$ cat config.mk
export PLATFORM = sky130hd
export DESIGN_NAME = tea_cell
export DESIGN_NICKNAME = d
export VERILOG_FILES = /design/src/tea_pkg.sv /design/src/tea_cell.sv
export SDC_FILE = /design/constraint.sdc
export NUM_CORES = 1
export LEC_CHECK = 0
export ABC_AREA = 1
export BUFFER_PORTS_ARGS = -buffer_cell sky130_fd_sc_hd__buf_4
export CORE_ASPECT_RATIO = 0.5
export CORE_MARGIN = 10
export CORE_UTILIZATION = 45
export DETAILED_ROUTE_END_ITERATION = 7
export PLACE_DENSITY_LB_ADDON = 0.1
export SETUP_SLACK_MARGIN = 0.1
export SYNTH_ARGS = -nofsm -noshare
export SYNTH_HDL_FRONTEND = slang
export SYNTH_SLANG_ARGS = --single-unit
$ cat constraint.sdc
create_clock -name clk -period 5.1 [get_ports clk]
set_input_delay 1.53 -clock clk [delete_from_list [all_inputs] [get_ports clk]]
set_output_delay 1.53 -clock clk [all_outputs]
set_load 0.02 [all_outputs]
$ cat src/tea_pkg.sv
// Shared types and constants for the TEA cipher pipeline.
package tea_pkg;

	localparam int WORD_W = 32;
	localparam int KEY_WORDS = 4;
	localparam int CFG_IDX_W = 3;

	localparam logic [WORD_W-1:0] TEA_DELTA = 32'h9e37_79b9;

	// Key register indexes on the configuration port
	localparam logic [CFG_IDX_W-1:0] KEY0_IDX = 3'd0;
	localparam logic [CFG_IDX_W-1:0] KEY1_IDX = 3'd1;
	localparam logic [CFG_IDX_W-1:0] KEY2_IDX = 3'd2;
	localparam logic [CFG_IDX_W-1:0] KEY3_IDX = 3'd3;

	// Operation codes carried in the kind bit
	localparam logic OP_ENCRYPT = 1'b0;
	localparam logic OP_DECRYPT = 1'b1;

	typedef logic [WORD_W-1:0] word_t;

	typedef word_t key_set_t [KEY_WORDS];

	// One block in flight between cells
	typedef struct packed {
		logic  kind;
		word_t a;
		word_t b;
	} tea_item_t;

	// TEA round function: ((x << 4) + ka) ^ (x + sum) ^ ((x >> 5) + kb)
	function automatic word_t tea_mix(word_t x, word_t sum, word_t ka, word_t kb);
		word_t left_term;
		word_t mid_term;
		word_t right_term;
		left_term  = (x << 4) + ka;
		mid_term   = x + sum;
		right_term = (x >> 5) + kb;
		return left_term ^ mid_term ^ right_term;
	endfunction

endpackage

$ cat src/tea_cell.sv
// One half-round cell of the TEA pipeline: updates one word of the block.
module tea_cell import tea_pkg::*; #(
	parameter logic        HALF    = 1'b0,
	parameter logic [31:0] SUM_ENC = 32'h0,
	parameter logic [31:0] SUM_DEC = 32'h0
) (
	input  logic      clk,
	input  logic      arst_n,
	input  key_set_t  keys,
	input  logic      up_valid,
	input  tea_item_t up_data,
	output logic      up_ready,
	output logic      dn_valid,
	output tea_item_t dn_data,
	input  logic      dn_ready
);

	logic      valid_q;
	tea_item_t data_q;
	logic      update_a;
	word_t     src_word;
	word_t     dst_word;
	word_t     ka;
	word_t     kb;
	word_t     sum;
	word_t     mixed;
	word_t     new_word;
	tea_item_t next_item;

	// Encrypt: first half updates a, second updates b. Decrypt runs the halves reversed.
	assign update_a = (up_data.kind == HALF);
	assign src_word = update_a ? up_data.b : up_data.a;
	assign dst_word = update_a ? up_data.a : up_data.b;
	assign ka       = update_a ? keys[0] : keys[2];
	assign kb       = update_a ? keys[1] : keys[3];
	assign sum      = (up_data.kind == OP_DECRYPT) ? SUM_DEC : SUM_ENC;
	assign mixed    = tea_mix(src_word, sum, ka, kb);
	assign new_word = (up_data.kind == OP_DECRYPT) ? dst_word - mixed : dst_word + mixed;

	always_comb begin
		next_item = up_data;
		if (update_a) begin
			next_item.a = new_word;
		end else begin
			next_item.b = new_word;
		end
	end

	// Take a new item when empty or when the neighbor takes ours
	assign up_ready = !valid_q || dn_ready;

	always_ff @(posedge clk or negedge arst_n) begin
		if (!arst_n) begin
			valid_q <= 1'b0;
		end else if (up_ready) begin
			valid_q <= up_valid;
		end
	end

	always_ff @(posedge clk) begin
		if (up_ready && up_valid) begin
			data_q <= next_item;
		end
	end

	assign dn_valid = valid_q;
	assign dn_data  = data_q;

endmodule

==> metrics <==
status finished with violations; failing checks negative setup slack; f_max 164 MHz; post-layout net count 3,127; Worst Skew 6.02 ps; WHS Endpoint dn_valid$_DFFE_PN0N_; Seq cells post-synth 66; Final GP Congestion 0.945; FF-to-FF path depth 2; busiest grt layer met2; Clock Power Share 8.3%; I/O Buffers 263; Pint 3.91 mW; worst hold path class reg2reg; GR Util met3 6.63%; Post-Synthesis Cells 2,137; total power 7.36 mW; FF/Latch Area 1980 sq um; pre-CTS setup slack -1540 ps; Ys Warns 0; RSZ-0062 raised after global routing yes; Hold Vio Cnt, Final 0; period utilization 120%; largest area contributor in the netlist nand2_1; row cnt 42; gr ovfl total 0; num ports 264; R2R setup slack 3460 ps; final wirelength 54,000 um; maxcap violations 0; Final Instance Area 20,600 sq um; hold path cells 2; Worst path slowest cell fa_2; drt wl/cell 16.9 um; final setup fails 48; Slew Viols, Final 0; VDD IR-drop max 0.298 mV; Max clock buf depth 2; total CTS buffers 9; area of the multi-input gates 10,800 sq um; Syn Nets 2,423; initial antenna violation count 1; Post-Place Cells 3,115; core footprint 26,400 sq um; peak fanout along the critical path 6; Initial Util 45.7%; initial DRC count 1,624; crit path time final 6100 ps; worst slew pin tran 837 ps; Sw Ratio 46.8%; layout cell share with drive strength beyond 1 41.7%; final setup TNS -27,490 ps; WP data arrival 6200 ps; max incr delay on CP 580 ps; hpwl dp 41,600 um; clk sinks 66; Fillers 1,969; vias 16,300; root buffer cell clkbuf_16; synth top area cells nand2_1 (30%), edfxtp_1 (16%), inv_1 (9.6%), ha_1 (8.9%), nand3_1 (4.8%); DRC 0; commonest register cell after synthesis edfxtp_1; P_leak 11.1 nW; hold bufs inserted after CTS 0; Seq/Total Area, Yosys 16.4%; H-tree levels 3; Psw 3.45 mW; critical path type in2reg; Netlist cell types 51; die area 34,100 sq um; diode count 0; hold path start dn_valid$_DFFE_PN0N_; Power per Cell Area 357 nW/um^2; GRT Util Overall 28.7%; post-route setup slack -1000 ps; critical path's most frequent cell nand2_1; CP Capture Type register; layout overhead on the synthesized area 71.0%; Setup crit start kind primary input; Reg2Reg Launch Point dn_valid$_DFFE_PN0N_; largest net degree at the start of global routing 66; number of global-route vias before repair 15,100; first-pass GRT wire length 77,800 um; synthesized area 12,000 sq um; Non-Filler Instances 3,198; GR Util met2 45.8%; height of the die 136 um; global routing usage on met1 38.9%; FFs w/ async S/R, synth 1.52%; Worst R2R End dn_data[33]$_DFFE_PP_; CTS tree built; die extent in x 251 um; post-route ant nets 0; Clock Latency Late Sink 340 ps; part of the power in registers 10.9%; Initial DRT Pass Iterations 5; Reg clk slew, reported paths 60 ps; Comb pwr share 80.8%; Cell Area, Placed 17,400 sq um; worst rel slew slack 44.2%; post-synth top area share 30.3%; Worst Path Required 5200 ps; Post-synth EDFFs 65; Via density 5.11; syn avg cell area 5.64 sq um
-- area by class of cell --
class / instances / share of cell area, %
multi-input combinational: 1712 / 52.5
timing repair buffer: 733 / 28.4
sequential: 66 / 9.60
inverter: 318 / 5.87
tap: 352 / 2.14
clock buffer: 10 / 1.11
clock inverter: 6 / 0.279
timing repair inverter: 1 / 0.0425
-- stage by stage --
stage / hold slack [ps] / util (%)
2_1_floorplan: 784 / -
3_3_place_gp: 578 / 66.1
3_5_place_dp: 582 / 66.1
4_1_cts: 595 / 73.5
5_1_grt: 636 / 78.1
6_report: 588 / 78.1
-- placed cells by master (no fill, tap or decap), types with 21 or more instances in the layout --
| cell type | count |
|---|---|
| nor2_2 | 53 |
| xnor2_1 | 30 |
| buf_6 | 23 |
| o21ai_0 | 38 |
| inv_1 | 300 |
| a21oi_2 | 36 |
| nand4_1 | 21 |
| nand3_1 | 90 |
| nor2_1 | 78 |
| nand3_2 | 25 |
| o21ai_1 | 25 |
| ha_4 | 59 |
| nand2_4 | 26 |
| edfxtp_1 | 65 |
| nand2_1 | 877 |
| xor2_1 | 32 |
| nand2_2 | 113 |
| a21oi_1 | 28 |
| buf_4 | 692 |
| ha_1 | 26 |
-- how the worst max path moves through the flow --
| stage | from | slack, ps | cells after the start | end |
|---|---|---|---|---|
| after floorplan | up_data[64] | -1140 | 38 | dn_data[30]$_DFFE_PP_ |
| after global placement | up_data[64] | -1450 | 37 | dn_data[63]$_DFFE_PP_ |
| after detailed placement | up_data[64] | -1540 | 37 | dn_data[63]$_DFFE_PP_ |
| after CTS | up_data[64] | -660 | 34 | dn_data[30]$_DFFE_PP_ |
| after global routing | up_data[64] | -1170 | 34 | dn_data[62]$_DFFE_PP_ |
| final | up_data[64] | -1000 | 34 | dn_data[62]$_DFFE_PP_ |
-- flip-flops by register name, summed over array words and instances (netlist names) --
register / count
dn_data: 65
dn_valid: 1
-- power by group through the flow --
stage / logic, mW / registers [mW] / clock network (mW)
2_1_floorplan: 2.34 / 0.945 / 0
6_report: 5.95 / 0.802 / 0.613
3_5_place_dp: 4.52 / 0.813 / 0
4_1_cts: 5.15 / 0.803 / 0.614
3_3_place_gp: 4.48 / 0.809 / 0
5_1_grt: 6.35 / 0.811 / 0.634
-- logic make-up (layout without fill, tap and decap cells) --
family                   after synthesis  count (layout)  share of synthesized area (%)
buffers and inverters                359            1068                           12.2
AO/OA/AOI/OAI                        188             188                           8.87
AND/OR/NAND/NOR                     1337            1337                           45.8
flip-flops                            66              66                           16.4
XOR/XNOR                              98              98                           7.31
adder cells (fa/ha/maj)               89              89                           9.43
-- per-layer routing --
| metal | part of all wire (%) | vias to the layer above |
|---|---|---|
| met1 | 44 | 7493 |
| met2 | 45 | 702 |
| met3 | 9.6 | 87 |
| met4 | 1.6 | 0 |
| met5 | 0 | - |
| li1 | - | 8065 |
-- Yosys cell counts, types with 5 or more instances --
cell,count
a21oi_1,67
a31oi_1,5
buf_6,5
clkbuf_1,24
edfxtp_1,65
ha_1,86
inv_1,308
inv_2,9
nand2_1,973
nand2_2,37
nand2_4,7
nand3_1,115
nand3b_1,14
nand4_1,21
nor2_1,140
nor3_1,7
o21a_1,5
o21ai_0,68
o21ai_1,8
o21ai_2,11
o21bai_1,10
or2_2,6
xnor2_1,45
xor2_1,50
-- worst max-delay path, delay by kind of cell --
kind	cells	cell delay, ps
xor+xnor	2	350
buf+inv	4	530
fa+ha+maj	3	970
simple gates	19	1950
compound gates	6	840
-- timing repair --
action,in CTS,in global routing
pin swaps,77,77
endpoints found under the setup margin,50,54
gates cloned,3,3
hold endpoints to repair,0,0
gates resized for setup,267,198
buffers inserted,36,27
No activity file was read; power rests on OpenSTA's default activity.
